**config.mk**
```make
export PLATFORM = sky130hd
export DESIGN_NAME = vsls_ctrl
export DESIGN_NICKNAME = d
export VERILOG_FILES = /design/src/rtl/core/assert_macros.svh /design/src/rtl/core/vsls_pkg.sv /design/src/rtl/core/vsls_ctrl.sv
export SDC_FILE = /design/constraint.sdc
export NUM_CORES = 1
export LEC_CHECK = 0
export ABC_CLOCK_PERIOD_IN_PS = 2100
export BUFFER_PORTS_ARGS = -buffer_cell sky130_fd_sc_hd__buf_2
export CORE_AREA = 2 2 39 41
export DETAILED_ROUTE_END_ITERATION = 7
export DIE_AREA = 0 0 41 43
export SLEW_MARGIN = 20
export SYNTH_ARGS = -nofsm -noshare
export SYNTH_HDL_FRONTEND = slang
export SYNTH_SLANG_ARGS = --single-unit
```
**constraint.sdc**
```tcl
create_clock -name clock -period 2.1 [get_ports clock]
set_clock_uncertainty 0.1 [all_clocks]
set_input_delay 0.525 -clock clock [delete_from_list [all_inputs] [get_ports clock]]
set_output_delay 0.525 -clock clock [all_outputs]
set_load 0.005 [all_outputs]
```
**src/rtl/core/assert_macros.svh**
```systemverilog
// ----------------------------------------------------------------------------
// Assertion macros
// Short forms for clocked implication checks used across the RTL.
// ----------------------------------------------------------------------------
`ifndef ASSERT_MACROS_SVH
`define ASSERT_MACROS_SVH

// Same-cycle implication, checked on every rising clock edge outside reset.
`define ASSERT_IMPLIES(label, clk, rst, ante, cons, msg) \
   label: assert property (@(posedge clk) disable iff (rst) (ante) |-> (cons)) \
      else $error(msg);

// Next-cycle implication, checked on every rising clock edge outside reset.
`define ASSERT_NEXT(label, clk, rst, ante, cons, msg) \
   label: assert property (@(posedge clk) disable iff (rst) (ante) |=> (cons)) \
      else $error(msg);

`endif

```
**src/rtl/core/vsls_pkg.sv**
```systemverilog
// ----------------------------------------------------------------------------
// vsls_pkg
// Types, constants and register codes of the velocity slew limiter.
// ----------------------------------------------------------------------------
package vsls_pkg;

   typedef logic signed [20:0] vel_type;
   typedef logic [47:0]        time_type;

   localparam int LANES = 2;

   // configuration port
   localparam int CSR_INDEX_WIDTH = 4;
   localparam int CSR_DATA_WIDTH  = 20;

   localparam logic [CSR_INDEX_WIDTH-1:0] CSR_MAX_LINEAR_SPEED    = 4'd0;
   localparam logic [CSR_INDEX_WIDTH-1:0] CSR_MIN_LINEAR_SPEED    = 4'd1;
   localparam logic [CSR_INDEX_WIDTH-1:0] CSR_MAX_ANGULAR_SPEED   = 4'd2;
   localparam logic [CSR_INDEX_WIDTH-1:0] CSR_MAX_LINEAR_ACCEL    = 4'd3;
   localparam logic [CSR_INDEX_WIDTH-1:0] CSR_MAX_ANGULAR_ACCEL   = 4'd4;
   localparam logic [CSR_INDEX_WIDTH-1:0] CSR_LINEAR_SMOOTHING    = 4'd5;
   localparam logic [CSR_INDEX_WIDTH-1:0] CSR_ANGULAR_SMOOTHING   = 4'd6;
   localparam logic [CSR_INDEX_WIDTH-1:0] CSR_SLOW_TURN_THRESHOLD = 4'd7;

   // reset values
   localparam logic [19:0] RST_MAX_LINEAR_SPEED    = 20'd32768;
   localparam logic [19:0] RST_MIN_LINEAR_SPEED    = 20'd3277;
   localparam logic [19:0] RST_MAX_ANGULAR_SPEED   = 20'd65536;
   localparam logic [19:0] RST_MAX_LINEAR_ACCEL    = 20'd32768;
   localparam logic [19:0] RST_MAX_ANGULAR_ACCEL   = 20'd65536;
   localparam logic [15:0] RST_LINEAR_SMOOTHING    = 16'd0;
   localparam logic [15:0] RST_ANGULAR_SMOOTHING   = 16'd0;
   localparam logic [19:0] RST_SLOW_TURN_THRESHOLD = 20'd26214;

   // bounds applied to the stored registers
   localparam logic [19:0] FLOOR_MAX_LINEAR_SPEED  = 20'd655;
   localparam logic [19:0] FLOOR_MAX_ANGULAR_SPEED = 20'd6554;
   localparam logic [19:0] FLOOR_MAX_LINEAR_ACCEL  = 20'd3277;
   localparam logic [19:0] FLOOR_MAX_ANGULAR_ACCEL = 20'd6554;
   localparam logic [15:0] CEIL_SMOOTHING          = 16'd64225;

   // elapsed time handling
   localparam logic [47:0] MIN_DT_US     = 48'd1000;
   localparam logic [31:0] DEFAULT_DT_US = 32'd100000;
   // beyond 2^31 us every legal accel already saturates the step
   localparam logic [47:0] DT_CAP_WIDE   = 48'h0000_8000_0000;
   localparam logic [31:0] DT_CAP_US     = 32'h8000_0000;

   // step = accel * dt / 10^6, saturated at 2^22
   localparam logic [51:0] SAT_PRODUCT = 52'd4194305000000;  // (2^22 + 1) * 10^6
   localparam logic [22:0] STEP_CAP    = 23'h40_0000;
   // below saturation: (prod >> 6) * ceil(2^50 / 15625) >> 50, exact for
   // every product under SAT_PRODUCT; the constant 72057594038 is split
   // into an upper part (bits 36:19) and a lower part (bits 18:0)
   localparam logic [18:0] RECIP_HI_PART = 19'd137438;
   localparam logic [18:0] RECIP_LO_PART = 19'd499894;

   // blend and output shaping
   localparam logic [16:0] ONE_Q16    = 17'd65536;
   localparam logic [37:0] ROUND_BIAS = 38'd32768;
   localparam logic [20:0] DEAD_LSB   = 21'd7;

   typedef enum logic [2:0] {
      ST_IDLE,
      ST_MUL,
      ST_RECIP_LO,
      ST_RECIP_HI,
      ST_LIMIT,
      ST_BLEND,
      ST_FINISH
   } vsls_state_type;

   typedef struct packed {
      logic capture;
      logic mul;
      logic recip_lo;
      logic recip_hi;
      logic limit;
      logic blend;
      logic load_out;
   } vsls_cmd_type;

   // effective configuration, bounds already applied
   typedef struct packed {
      logic [19:0] vmax_l;
      logic [19:0] vmin_l;
      logic [19:0] vmax_a;
      logic [19:0] acc_l;
      logic [19:0] acc_a;
      logic [15:0] sm_l;
      logic [15:0] sm_a;
      logic [19:0] slow_turn;
   } vsls_cfg_type;

endpackage

```
**src/rtl/core/vsls_ctrl.sv**
```systemverilog
// ----------------------------------------------------------------------------
// vsls_ctrl
// Sequencer: steps one word through multiply, reciprocal, limit, blend, finish.
// ----------------------------------------------------------------------------
module vsls_ctrl import vsls_pkg::*; (
   input  logic            clock,
   input  logic            reset,
   input  logic            req_valid,
   output logic            req_ready,
   output logic            rsp_valid,
   input  logic            rsp_ready,
   output vsls_cmd_type    cmd
);

   vsls_state_type state_ff, state_in;
   logic           rsp_valid_ff, rsp_valid_in;

   always_ff @(posedge clock) begin
      if (reset) begin
         state_ff     <= ST_IDLE;
         rsp_valid_ff <= 1'b0;
      end else begin
         state_ff     <= state_in;
         rsp_valid_ff <= rsp_valid_in;
      end
   end

   always_comb begin
      state_in     = state_ff;
      cmd          = '0;
      req_ready    = 1'b0;
      rsp_valid_in = rsp_valid_ff && !rsp_ready;
      case (state_ff)
         ST_IDLE: begin
            req_ready = 1'b1;
            if (req_valid) begin
               cmd.capture = 1'b1;
               state_in    = ST_MUL;
            end
         end
         ST_MUL: begin
            cmd.mul  = 1'b1;
            state_in = ST_RECIP_LO;
         end
         ST_RECIP_LO: begin
            cmd.recip_lo = 1'b1;
            state_in     = ST_RECIP_HI;
         end
         ST_RECIP_HI: begin
            cmd.recip_hi = 1'b1;
            state_in     = ST_LIMIT;
         end
         ST_LIMIT: begin
            cmd.limit = 1'b1;
            state_in  = ST_BLEND;
         end
         ST_BLEND: begin
            cmd.blend = 1'b1;
            state_in  = ST_FINISH;
         end
         ST_FINISH: begin
            // hold until the previous word has left the output
            if (!rsp_valid_ff || rsp_ready) begin
               cmd.load_out = 1'b1;
               rsp_valid_in = 1'b1;
               state_in     = ST_IDLE;
            end
         end
         default: state_in = ST_IDLE;
      endcase
   end

   assign rsp_valid = rsp_valid_ff;

endmodule

```
* Word-level counts from Yosys, hierarchy flattened
Index checks and enable logic that the tools add are counted. Widths: inputs -> output; s select.
Storage, ports and cells: bits of input ports 4, output and inout bits 9, word-level logic and storage cells 31, flip-flop bits (word level) 4
Cells by class: multiplexer cells 15, reductions and logical operators 6, eq/ne operators 8
Operators by type and width (count):
- $pmux 3 s7 | 1
- $mux 1 | 12
- $eq 3x3->1 const B | 3
- $eq 3x2->1 const B | 2
- $mux 3 | 2
- $ne 2x2->1 const B | 2
- $eq 3x1->1 const B | 1
- $logic_not 3->1 | 1
- $logic_not 1->1 | 2
- $reduce_and 2->1 | 1
- $logic_and 1x1->1 | 1
- $logic_or 1x1->1 | 1

* Depth between registers and ports, before layout
depth after elaboration 4, mapped depth 3

* Worst setup path after synthesis
No wires, ideal clock.
path type input to output, from in rsp_ready, to out cmd[0] in the netlist's numbering, stages on the path 2, buffers on the path 0, arrival 903 ps, slack 572 ps, cell sequence or2b_1 -> nor2b_1
RTL lines:
- from (decl) | RTL line vsls_ctrl.sv:11 | input logic rsp_ready,
- to (decl) | RTL line vsls_ctrl.sv:12 | output vsls_cmd_type cmd

==> results by group <==
Synthesis
  • Yosys top cell by area: dfxtp_1
  • Cell variety after synth: 20
  • Gate Count Post-Synth: 28
  • Synthesized flop and latch total: 4
  • Yosys warning count: 0
  • Mapped Nets: 32
  • Register area share after synthesis: 0.2922
  • Netlist Area Pre-Place: 274.0 um^2
  • Largest cells by area after synthesis: dfxtp_1 (29%), buf_6 (8.2%), nor3_2 (7.3%)
  • Post-synth top area share: 0.2922
  • Syn Area/Cell: 9.786 um^2

Route
  • DRC violations left: 0
  • Post-route ant nets: 0
  • Initial DRT Pass Iterations: 2
  • Iter 0 DRT Violations: 3
  • Vias: 240
  • Wire length per cell: 9.804 um
  • Post-Route WL: 549 um
  • Routed vias/inst: 4.286

CTS
  • Clock buffer depth: 2
  • Num CTS Buffers: 3
  • CTS-repair resized insts: 0
  • Number of post-CTS setup repair buffers: 0
  • Clock sinks: 4
  • Clock-pin transition on the worst setup and hold timing paths: 0.04 ns
  • Clk_lat worst skew: 0.23 ns
  • TritonCTS clock tree: built
  • H-tree Lvls: 1
  • CTS root buf: clkbuf_4
  • CTS Hold Bufs: 0

Timing
  • Hold Fails Final Rpt: 0
  • Min Clock Period, post-route: 1.833 ns
  • Worst slew margin: 0.7196
  • Tcrit/Tclk final: 0.8731
  • Worst slew pin tran: 0.4201 ns
  • Fmax: 0.5454 GHz
  • Setup_tns: 0 ns
  • Setup-failing EPs final: 0
  • Max-slew violation count: 0
  • RSZ-0062 raised after global routing: no
  • Setup ws final: 0.2665 ns

Worst setup path
  • Setup crit end kind: output pin
  • Kind of cell adding the most delay to the critical path: flip-flops
  • CP cell instances: nand3b_1 -> nor2b_1 -> buf_2
  • Crit-path max cell delay: 0.57 ns
  • Crit path DAT: 1.21 ns
  • WP data required: 1.47 ns
  • Worst path slowest cell: dfxtp_1
  • Startpoint Class: register
  • CP bufs+invs: 1
  • Critical path type: reg2out
  • CP Max Fanout: 11

Floorplan
  • Initial Util: 0.1980
  • Die width: 41 um
  • IO Count: 13
  • Die area: 0.001763 mm^2
  • Die Span Y: 43 um
  • Core area: 0.001384 mm^2
  • Site row count: 14

Global routing
  • Gr ovfl total: 0
  • Vias in the first global route: 211
  • Total track usage: 0.07530
  • Initial antenna violation count: 0
  • First-pass GRT wire length: 910 um
  • Largest net degree at the start of global routing: 12

Power and ir drop
  • Leak pwr: 0.1513 nW
  • VDD IR-drop max: 0.2037 mV
  • Pwr dens: 725.5 mW/mm^2

Cells and area
  • Antenna cells: 0
  • Final core utilization: 0.2505
  • Share of post-route cells with drive strength above 1: 0.5000
  • Area Growth Syn to Fin: 26.48%
  • # fillers: 160
  • Nets: 46

Job
  • Maxcap violations: 0

Place
  • Gpl congestion: 0.5973
  • Input/output buffers: 12
  • Worst slack, placed: 0.3357 ns

Min path
  • Worst min-delay path class: in2reg

Status
  • Status: finished, final reports clean
==> layout by cell type (no fill, tap or decap) <==
cell	n
inv_1	2
dfxtp_1	4
clkbuf_4	3
a311oi_2	1
a21oi_1	1
and2_1	1
nand3b_1	2
buf_2	12
a31oi_1	1
nor3_1	1
nand2b_1	1
xnor2_1	1
or2b_1	1
nand2b_4	1
a2111oi_2	1
nand4bb_1	1
nor2_1	2
nor3_2	2
nor3b_1	1
nor2b_1	1
==> layout make-up <==
cell class | count | area [um^2] | share of cell area
multi-input combinational | 19 | 156.4 | 0.4513
sequential | 4 | 80.08 | 0.2310
clock buffer | 3 | 22.52 | 0.06498
tap | 16 | 20.02 | 0.05776
inverter | 2 | 7.507 | 0.02166
timing repair buffer | 12 | 60.06 | 0.1733
==> path summary, 6_finish.rpt <==
kind / depth (start not counted) / slack (ns) / end / startpoint
max reg2reg: 2 / 0.97 / state_ff[0]$_SDFFE_PP0P_ / state_ff[2]$_SDFFE_PP0P_
min reg2reg: 2 / 0.43 / state_ff[2]$_SDFFE_PP0P_ / rsp_valid$_SDFF_PP0_
min: 2 / 0.42 / rsp_valid$_SDFF_PP0_ / reset
max: 3 / 0.27 / cmd[0] / state_ff[2]$_SDFFE_PP0P_
==> state kept, by name, summed over array words and instances, names as in the netlist <==
signal     count
rsp_valid      1
state_ff       3
==> report_power, final <==
| part | switching (W) | internal (W) |
|---|---|---|
| logic | 0.0000195 | 0.0000343 |
| clock network | 0.0000318 | 0.0000640 |
| registers | 0.0000194 | 0.0000825 |
==> synthesized netlist by cell type, drive strengths merged <==
cell     number
a2111oi       1
a21oi         1
a311oi        1
a31oi         1
and2          1
buf           3
dfxtp         4
inv           2
nand2b        2
nand3b        2
nand4bb       1
nor2          2
nor2b         1
nor3          3
nor3b         1
or2b          1
xnor2         1
==> kinds of logic (layout without fill, tap and decap cells) <==
kind of cell / count (synthesis) / in the layout / share of synthesized area
flip-flops: 4 / 4 / 0.2922
XOR/XNOR: 1 / 1 / 0.03197
AO/OA/AOI/OAI: 4 / 4 / 0.1506
buffers and inverters: 5 / 17 / 0.1370
AND/OR/NAND/NOR: 14 / 14 / 0.3882
==> stage by stage <==
step | power [W] | instances | area [um^2] | hold WS, ns
6_report | 0.0002515 | 56 | 346.6 | 0.4212
5_1_grt | 0.0002726 | 56 | 346.6 | 0.4191
4_1_cts | 0.0002572 | 56 | 346.6 | 0.4170
3_5_place_dp | 0.0001575 | 53 | 324.1 | 0.4297
3_3_place_gp | 0.0001568 | 53 | 324.1 | 0.4110
2_1_floorplan | 0.0001467 | 28 | 274.0 | 0.3868
==> worst register-to-register path: stages (launching register included) <==
cell       delay [ns]
dfxtp_1          0.57
nor3_2           0.09
a2111oi_2        0.27
==> layer usage <==
| layer | share of wire | GRT usage | vias to the layer above |
|---|---|---|---|
| met5 | 0 | 0 | - |
| met4 | 0 | 0.04000 | 0 |
| li1 | - | - | 120 |
| met3 | 0.058 | 0.03665 | 0 |
| met1 | 0.39 | 0.09325 | 116 |
| met2 | 0.55 | 0.1031 | 4 |
Note: power is estimated with default switching activity, not from simulation.
