===== config.mk =====
export PLATFORM = sky130hd
export DESIGN_NAME = vsls_csr
export DESIGN_NICKNAME = d
export VERILOG_FILES = /design/src/rtl/core/assert_macros.svh /design/src/rtl/core/vsls_pkg.sv /design/src/rtl/core/vsls_csr.sv
export SDC_FILE = /design/constraint.sdc
export NUM_CORES = 1
export LEC_CHECK = 0
export ABC_AREA = 1
export BUFFER_PORTS_ARGS = -buffer_cell sky130_fd_sc_hd__buf_2
export CORE_MARGIN = 5
export CORE_UTILIZATION = 45
export DETAILED_ROUTE_END_ITERATION = 8
export PLACE_DENSITY = 0.69
export SYNTH_ARGS = -nofsm -noshare
export SYNTH_HDL_FRONTEND = slang
export SYNTH_SLANG_ARGS = --single-unit

===== constraint.sdc =====
create_clock -name clock -period 6.05 [get_ports clock]
set_input_delay 1.21 -clock clock [delete_from_list [all_inputs] [get_ports clock]]
set_output_delay 1.21 -clock clock [all_outputs]
set_load 0.05 [all_outputs]

===== src/rtl/core/assert_macros.svh =====
// ----------------------------------------------------------------------------
// Assertion macros
// Short forms for clocked implication checks used across the RTL.
// ----------------------------------------------------------------------------
`ifndef ASSERT_MACROS_SVH
`define ASSERT_MACROS_SVH

// Same-cycle implication, checked on every rising clock edge outside reset.
`define ASSERT_IMPLIES(label, clk, rst, ante, cons, msg) \
   label: assert property (@(posedge clk) disable iff (rst) (ante) |-> (cons)) \
      else $error(msg);

// Next-cycle implication, checked on every rising clock edge outside reset.
`define ASSERT_NEXT(label, clk, rst, ante, cons, msg) \
   label: assert property (@(posedge clk) disable iff (rst) (ante) |=> (cons)) \
      else $error(msg);

`endif


===== src/rtl/core/vsls_pkg.sv =====
// ----------------------------------------------------------------------------
// vsls_pkg
// Types, constants and register codes of the velocity slew limiter.
// ----------------------------------------------------------------------------
package vsls_pkg;

   typedef logic signed [20:0] vel_type;
   typedef logic [47:0]        time_type;

   localparam int LANES = 2;

   // configuration port
   localparam int CSR_INDEX_WIDTH = 4;
   localparam int CSR_DATA_WIDTH  = 20;

   localparam logic [CSR_INDEX_WIDTH-1:0] CSR_MAX_LINEAR_SPEED    = 4'd0;
   localparam logic [CSR_INDEX_WIDTH-1:0] CSR_MIN_LINEAR_SPEED    = 4'd1;
   localparam logic [CSR_INDEX_WIDTH-1:0] CSR_MAX_ANGULAR_SPEED   = 4'd2;
   localparam logic [CSR_INDEX_WIDTH-1:0] CSR_MAX_LINEAR_ACCEL    = 4'd3;
   localparam logic [CSR_INDEX_WIDTH-1:0] CSR_MAX_ANGULAR_ACCEL   = 4'd4;
   localparam logic [CSR_INDEX_WIDTH-1:0] CSR_LINEAR_SMOOTHING    = 4'd5;
   localparam logic [CSR_INDEX_WIDTH-1:0] CSR_ANGULAR_SMOOTHING   = 4'd6;
   localparam logic [CSR_INDEX_WIDTH-1:0] CSR_SLOW_TURN_THRESHOLD = 4'd7;

   // reset values
   localparam logic [19:0] RST_MAX_LINEAR_SPEED    = 20'd32768;
   localparam logic [19:0] RST_MIN_LINEAR_SPEED    = 20'd3277;
   localparam logic [19:0] RST_MAX_ANGULAR_SPEED   = 20'd65536;
   localparam logic [19:0] RST_MAX_LINEAR_ACCEL    = 20'd32768;
   localparam logic [19:0] RST_MAX_ANGULAR_ACCEL   = 20'd65536;
   localparam logic [15:0] RST_LINEAR_SMOOTHING    = 16'd0;
   localparam logic [15:0] RST_ANGULAR_SMOOTHING   = 16'd0;
   localparam logic [19:0] RST_SLOW_TURN_THRESHOLD = 20'd26214;

   // bounds applied to the stored registers
   localparam logic [19:0] FLOOR_MAX_LINEAR_SPEED  = 20'd655;
   localparam logic [19:0] FLOOR_MAX_ANGULAR_SPEED = 20'd6554;
   localparam logic [19:0] FLOOR_MAX_LINEAR_ACCEL  = 20'd3277;
   localparam logic [19:0] FLOOR_MAX_ANGULAR_ACCEL = 20'd6554;
   localparam logic [15:0] CEIL_SMOOTHING          = 16'd64225;

   // elapsed time handling
   localparam logic [47:0] MIN_DT_US     = 48'd1000;
   localparam logic [31:0] DEFAULT_DT_US = 32'd100000;
   // beyond 2^31 us every legal accel already saturates the step
   localparam logic [47:0] DT_CAP_WIDE   = 48'h0000_8000_0000;
   localparam logic [31:0] DT_CAP_US     = 32'h8000_0000;

   // step = accel * dt / 10^6, saturated at 2^22
   localparam logic [51:0] SAT_PRODUCT = 52'd4194305000000;  // (2^22 + 1) * 10^6
   localparam logic [22:0] STEP_CAP    = 23'h40_0000;
   // below saturation: (prod >> 6) * ceil(2^50 / 15625) >> 50, exact for
   // every product under SAT_PRODUCT; the constant 72057594038 is split
   // into an upper part (bits 36:19) and a lower part (bits 18:0)
   localparam logic [18:0] RECIP_HI_PART = 19'd137438;
   localparam logic [18:0] RECIP_LO_PART = 19'd499894;

   // blend and output shaping
   localparam logic [16:0] ONE_Q16    = 17'd65536;
   localparam logic [37:0] ROUND_BIAS = 38'd32768;
   localparam logic [20:0] DEAD_LSB   = 21'd7;

   typedef enum logic [2:0] {
      ST_IDLE,
      ST_MUL,
      ST_RECIP_LO,
      ST_RECIP_HI,
      ST_LIMIT,
      ST_BLEND,
      ST_FINISH
   } vsls_state_type;

   typedef struct packed {
      logic capture;
      logic mul;
      logic recip_lo;
      logic recip_hi;
      logic limit;
      logic blend;
      logic load_out;
   } vsls_cmd_type;

   // effective configuration, bounds already applied
   typedef struct packed {
      logic [19:0] vmax_l;
      logic [19:0] vmin_l;
      logic [19:0] vmax_a;
      logic [19:0] acc_l;
      logic [19:0] acc_a;
      logic [15:0] sm_l;
      logic [15:0] sm_a;
      logic [19:0] slow_turn;
   } vsls_cfg_type;

endpackage


===== src/rtl/core/vsls_csr.sv =====
// ----------------------------------------------------------------------------
// vsls_csr
// Configuration registers and their effective, bounded values.
// ----------------------------------------------------------------------------
module vsls_csr import vsls_pkg::*; (
   input  logic                       clock,
   input  logic                       reset,
   input  logic                       csr_write_enable,
   input  logic [CSR_INDEX_WIDTH-1:0] csr_index,
   input  logic [CSR_DATA_WIDTH-1:0]  csr_data,
   output vsls_cfg_type               cfg
);

   logic [19:0] max_lin_ff, max_lin_in;
   logic [19:0] min_lin_ff, min_lin_in;
   logic [19:0] max_ang_ff, max_ang_in;
   logic [19:0] acc_lin_ff, acc_lin_in;
   logic [19:0] acc_ang_ff, acc_ang_in;
   logic [15:0] sm_lin_ff, sm_lin_in;
   logic [15:0] sm_ang_ff, sm_ang_in;
   logic [19:0] slow_ff, slow_in;

   always_comb begin
      max_lin_in = max_lin_ff;
      min_lin_in = min_lin_ff;
      max_ang_in = max_ang_ff;
      acc_lin_in = acc_lin_ff;
      acc_ang_in = acc_ang_ff;
      sm_lin_in  = sm_lin_ff;
      sm_ang_in  = sm_ang_ff;
      slow_in    = slow_ff;
      if (csr_write_enable) begin
         case (csr_index)
            CSR_MAX_LINEAR_SPEED:    max_lin_in = csr_data;
            CSR_MIN_LINEAR_SPEED:    min_lin_in = csr_data;
            CSR_MAX_ANGULAR_SPEED:   max_ang_in = csr_data;
            CSR_MAX_LINEAR_ACCEL:    acc_lin_in = csr_data;
            CSR_MAX_ANGULAR_ACCEL:   acc_ang_in = csr_data;
            CSR_LINEAR_SMOOTHING:    sm_lin_in  = csr_data[15:0];
            CSR_ANGULAR_SMOOTHING:   sm_ang_in  = csr_data[15:0];
            CSR_SLOW_TURN_THRESHOLD: slow_in    = csr_data;
            default: ;  // drop writes to unmapped indices
         endcase
      end
   end

   always_ff @(posedge clock) begin
      if (reset) begin
         max_lin_ff <= RST_MAX_LINEAR_SPEED;
         min_lin_ff <= RST_MIN_LINEAR_SPEED;
         max_ang_ff <= RST_MAX_ANGULAR_SPEED;
         acc_lin_ff <= RST_MAX_LINEAR_ACCEL;
         acc_ang_ff <= RST_MAX_ANGULAR_ACCEL;
         sm_lin_ff  <= RST_LINEAR_SMOOTHING;
         sm_ang_ff  <= RST_ANGULAR_SMOOTHING;
         slow_ff    <= RST_SLOW_TURN_THRESHOLD;
      end else begin
         max_lin_ff <= max_lin_in;
         min_lin_ff <= min_lin_in;
         max_ang_ff <= max_ang_in;
         acc_lin_ff <= acc_lin_in;
         acc_ang_ff <= acc_ang_in;
         sm_lin_ff  <= sm_lin_in;
         sm_ang_ff  <= sm_ang_in;
         slow_ff    <= slow_in;
      end
   end

   always_comb begin
      cfg.vmax_l = (max_lin_ff < FLOOR_MAX_LINEAR_SPEED) ? FLOOR_MAX_LINEAR_SPEED : max_lin_ff;
      cfg.vmin_l = (min_lin_ff > cfg.vmax_l) ? cfg.vmax_l : min_lin_ff;
      cfg.vmax_a = (max_ang_ff < FLOOR_MAX_ANGULAR_SPEED) ? FLOOR_MAX_ANGULAR_SPEED
                                                         : max_ang_ff;
      cfg.acc_l  = (acc_lin_ff < FLOOR_MAX_LINEAR_ACCEL) ? FLOOR_MAX_LINEAR_ACCEL : acc_lin_ff;
      cfg.acc_a  = (acc_ang_ff < FLOOR_MAX_ANGULAR_ACCEL) ? FLOOR_MAX_ANGULAR_ACCEL
                                                          : acc_ang_ff;
      cfg.sm_l      = (sm_lin_ff > CEIL_SMOOTHING) ? CEIL_SMOOTHING : sm_lin_ff;
      cfg.sm_a      = (sm_ang_ff > CEIL_SMOOTHING) ? CEIL_SMOOTHING : sm_ang_ff;
      cfg.slow_turn = slow_ff;
   end

endmodule


* After elaboration in Yosys (flattened, before gate mapping)
Cells that the tools add are included.
Widths: inputs -> output; s select.
** Word-level totals
- Register bits after elaboration :: 152
- Latch bits :: 0
- Bits in writable memories :: 0
- Bits in read-only memories :: 0
- Bits of input ports :: 27
- Output and inout port bits :: 152
- Logic and storage cells :: 38
- Memories :: 0
** Operators by class
- Add/sub/neg operators :: 0
- Multipliers :: 0
- Div/mod/pow operators :: 0
- $lt $le $gt $ge :: 7
- Equality and inequality tests :: 7
- Shift-type cells :: 0
- Muxes and demuxes :: 7
- Bitwise gates (word level) :: 0
- Reduce and logical (&&, ||, !) cells :: 9
** Operators with widths (number)
- $mux 20 :: 5
- $lt 20x13->1 const B :: 2
- $gt 16x16->1 const B :: 2
- $mux 16 :: 2
- $gt 20x20->1 :: 1
- $lt 20x10->1 const B :: 1
- $lt 20x12->1 const B :: 1
- $eq 4x3->1 const B :: 4
- $reduce_and 2->1 :: 8
- $eq 4x2->1 const B :: 2
- $eq 4x1->1 const B :: 1
- $logic_not 4->1 :: 1

* Longest topological paths before layout
- Depth in word-level cells :: 4
- Mapped depth :: 23
- Mapped depth without buffers :: 22

* Worst setup path before layout
No wires, ideal clock.
- Path kind :: reg2out
- Start point :: register max_lin_ff[12]
- End point :: output cfg[121] (netlist name)
- Arrival time :: 3.312 ns
- Slack :: 1.528 ns
- Cell stages (with the launch flop) :: 15
- Cells stage by stage :: dfxtp_1 -> nor2_1 -> nand4_1 -> o21ai_0 -> inv_1 -> ha_1 -> nand2_1 -> nor2_1 -> nand2_1 -> nor2_1 -> o21ai_1 -> nand3_2 -> buf_4 -> nand3_1 -> nand2_1
** RTL lines
- start: declaration :: line vsls_csr.sv:14 : logic [19:0] max_lin_ff, max_lin_in;
- start signal: assignment :: line vsls_csr.sv:58 : max_lin_ff <= max_lin_in;
- end: declaration :: line vsls_csr.sv:11 : output vsls_cfg_type cfg

==> impl_metrics.csv <==
group,metric,value,unit
outcome,outcome,"finished clean",
clock_tree,cts_hold_buf,0,
place,gp_congestion,0.8829,
sta,slew_headroom,23.59,%
global_routing,groute.usage.overall,23.41,%
cells_and_area,nNetsFinal,1194,
synth,yosys_most_used_dff,"dfxtp_1",
die,io_pins,179,
clock_tree,clk_latency,420,ps
place,port_buffers,178,
global_routing,grtUsageMet3,6.055,%
route,drt_pre_antenna_iters,5,
global_routing,grt.met1_usage,31.90,%
clock_tree,clock-root-buffer,"clkbuf_16",
synth,netlist_top_cells_count,"178 x nand2_1, 172 x nor2_1, 152 x dfxtp_1",
power,peakVddDrop,0.0001964,V
sta,post-route-period-util,80.90,%
sta,worst_pin_slew,1146,ps
sta,period_needed,4895,ps
die,die_y,135.6,µm
synth,synth_edf_count,0,
synth,yosys.cell_types.count,28,
die,core,0.01566,mm²
global_routing,grt.busiest_layer,"met2",
global_routing,antenna_found_initial,0,
synth,syn_inst,1040,
route,route.vias.total,6947,
clock_tree,numCtsBuffers,17,
critical_path,cp.arrival,3680,ps
clock_tree,clk_pin_slew_worst_paths,60,ps
global_routing,grt_first_pass_wirelength,33620,µm
synth,mappedNetlistNets,1087,
critical_path,path_class,"flop to primary output",
synth,netlist.area_leader.share,42.85,%
place,dp.final_hpwl,15150,µm
sta,report.final.slew_viol_count,0,
critical_path,critPathMaxFanout,21,
sta,hold_violations,0,
synth,yosys.area.top_type,"dfxtp_1",
synth,seq_area_frac_synth,42.85,%
place,pre_cts_ws,1663,ps
die,die-area,0.01839,mm²
route,avgRoutedWirePerCell,15.88,µm
critical_path,crit_path_end_kind,"primary output",
die,dieWidth,135.6,µm
synth,synthArstFlopShare,0,%
sta,rsz0062_at_grt,"false",
route,ant_nets,0,
power,powerDensity,287.7,mW/mm²
sta,fmax,204.3,MHz
cells_and_area,final_layout_size_suffix_gt1_share,19.33,%
route,drtIter0Drc,496,
synth,ys_ff_latch,152,
place,placed_cells,1344,
global_routing,grt_max_degree,101,
synth,avgSynthCellArea,6.827,µm²
sta,setup_viol,0,
route,routed_wl,21840,µm
clock_tree,htreeDepth,4,
clock_tree,cts_resized,0,
sta,timing.setup.tns,0,ps
die,start_util,45.36,%
power,p_leak,4.354,nW
critical_path,worstPathRequired,4840,ps
critical_path,start_kind,"flop",
clock_tree,cts_sinks,152,
clock_tree,cts_tree,"built",
route,viasPerCell,5.052,
min_path,hold_class,"flop to flop",
cells_and_area,instances_no_fill,1375,
cells_and_area,antenna_cells,0,
clock_tree,cts_buffer_depth,2,
clock_tree,post_cts_buffers,0,
synth,syn_area,0.007101,mm²
run,cap_violations,0,
synth,yosysMostFrequentCell,"nand2_1",
die,num_rows,46,
cells_and_area,syn_to_final_growth,19.79,%
route,drt_drc_violations_left,0,
global_routing,grt_pass1_vias,6276,
synth,yosys_warnings,0,
sta,finalWorstSetupSlack,1155,ps
global_routing,grt_overflow,0,
synth,synthTopCellsByArea,"dfxtp_1 43%, o21ai_0 9.7%, nand2_1 9.4%, nor2_1 9.1%, a21oi_1 6.8%",
global_routing,grtUsageMet2,37.17,%
sta,clock_skew,0,ps
-- cell type report --
type | instances | area (µm²)
clock buffers | 22 | 464.2
clock inverters | 9 | 147.6
fillers | 1576 | 7149
inverters | 110 | 414.1
multi-input cells | 685 | 3253
flip-flops and latches | 152 | 3043
well taps | 216 | 270.3
repair buffers | 181 | 913.4
-- critical path, stage by stage (launching register included) --
cell	delay, ps
dfxtp_1	330
nor2_1	190
nand2_1	70
nor2_1	180
nand2_1	80
nor2_1	80
nor2_1	80
nor2_1	210
inv_1	70
ha_1	290
nand2_1	60
nor2_1	40
nand2_1	60
nor2_1	60
o21ai_1	110
nand3_2	400
nand2_2	490
nand2_1	100
nand2_1	100
buf_2	270
-- power by group --
| part | leakage (nW) | internal, mW | total [mW] | switching (mW) |
|---|---|---|---|---|
| Clock | 0.300 | 0.707 | 1.11 | 0.401 |
| Sequential | 1.23 | 1.02 | 1.04 | 0.0148 |
| Combinational | 2.82 | 0.0637 | 0.301 | 0.237 |
-- sequential cells by signal, summed over array words and instances (netlist names) --
name	cells
acc_ang_ff	20
acc_lin_ff	20
max_ang_ff	20
max_lin_ff	20
min_lin_ff	20
slow_ff	20
sm_ang_ff	16
sm_lin_ff	16
-- cell families (layout without fill, tap and decap cells) --
| group | after synthesis | after routing | synth area share [%] |
|---|---|---|---|
| flip-flops | 152 | 152 | 42.85 |
| buffers and inverters | 203 | 322 | 11.33 |
| adder cells (fa/ha/maj) | 20 | 20 | 3.524 |
| AND/OR/NAND/NOR | 414 | 414 | 24.14 |
| AO/OA/AOI/OAI | 251 | 251 | 18.15 |
-- path summary, 6_finish.rpt --
path              slack, ps                     endpoint  cells past startpoint                        start
setup / recovery       1160                     cfg[115]                     19  max_lin_ff[16]$_SDFFE_PP0P_
setup reg to reg       5270  max_lin_ff[15]$_SDFFE_PP1P_                      2  max_lin_ff[15]$_SDFFE_PP1P_
hold / removal          450     slow_ff[13]$_SDFFE_PP1P_                      2     slow_ff[13]$_SDFFE_PP1P_
hold reg to reg         450     slow_ff[13]$_SDFFE_PP1P_                      2     slow_ff[13]$_SDFFE_PP1P_
-- stage by stage --
stage	hold slack (ps)	power [mW]	utilization, %	instance area, µm²
6_report	453.8	2.447	54.33	8506
4_1_cts	456.7	2.462	54.33	8506
2_1_floorplan	429.2	1.277	-	7101
3_5_place_dp	441.9	1.361	50.42	7894
3_3_place_gp	434.8	1.358	50.42	7894
5_1_grt	481.9	2.528	54.33	8506
-- layer usage --
metal  vias to the layer above  part of all wire [%]
li1                       3505                     -
met1                      3185                    45
met2                       235                    45
met3                        22                   8.2
met4                         0                   1.4
met5                         -                     0
-- cell usage in the layout, fill, tap and decap left out, drive strengths merged, types with 2 or more instances in the layout --
cell type	n
o21ai	140
nand2	179
inv	109
a21o	2
bufinv	4
nand4	8
a21boi	7
a31oi	2
clkbuf	22
nand3	44
ha	20
a21oi	97
nor4	2
buf	181
nor2	177
nor3	3
dfxtp	152
clkinv	5
(Power assumes the default switching activity.)
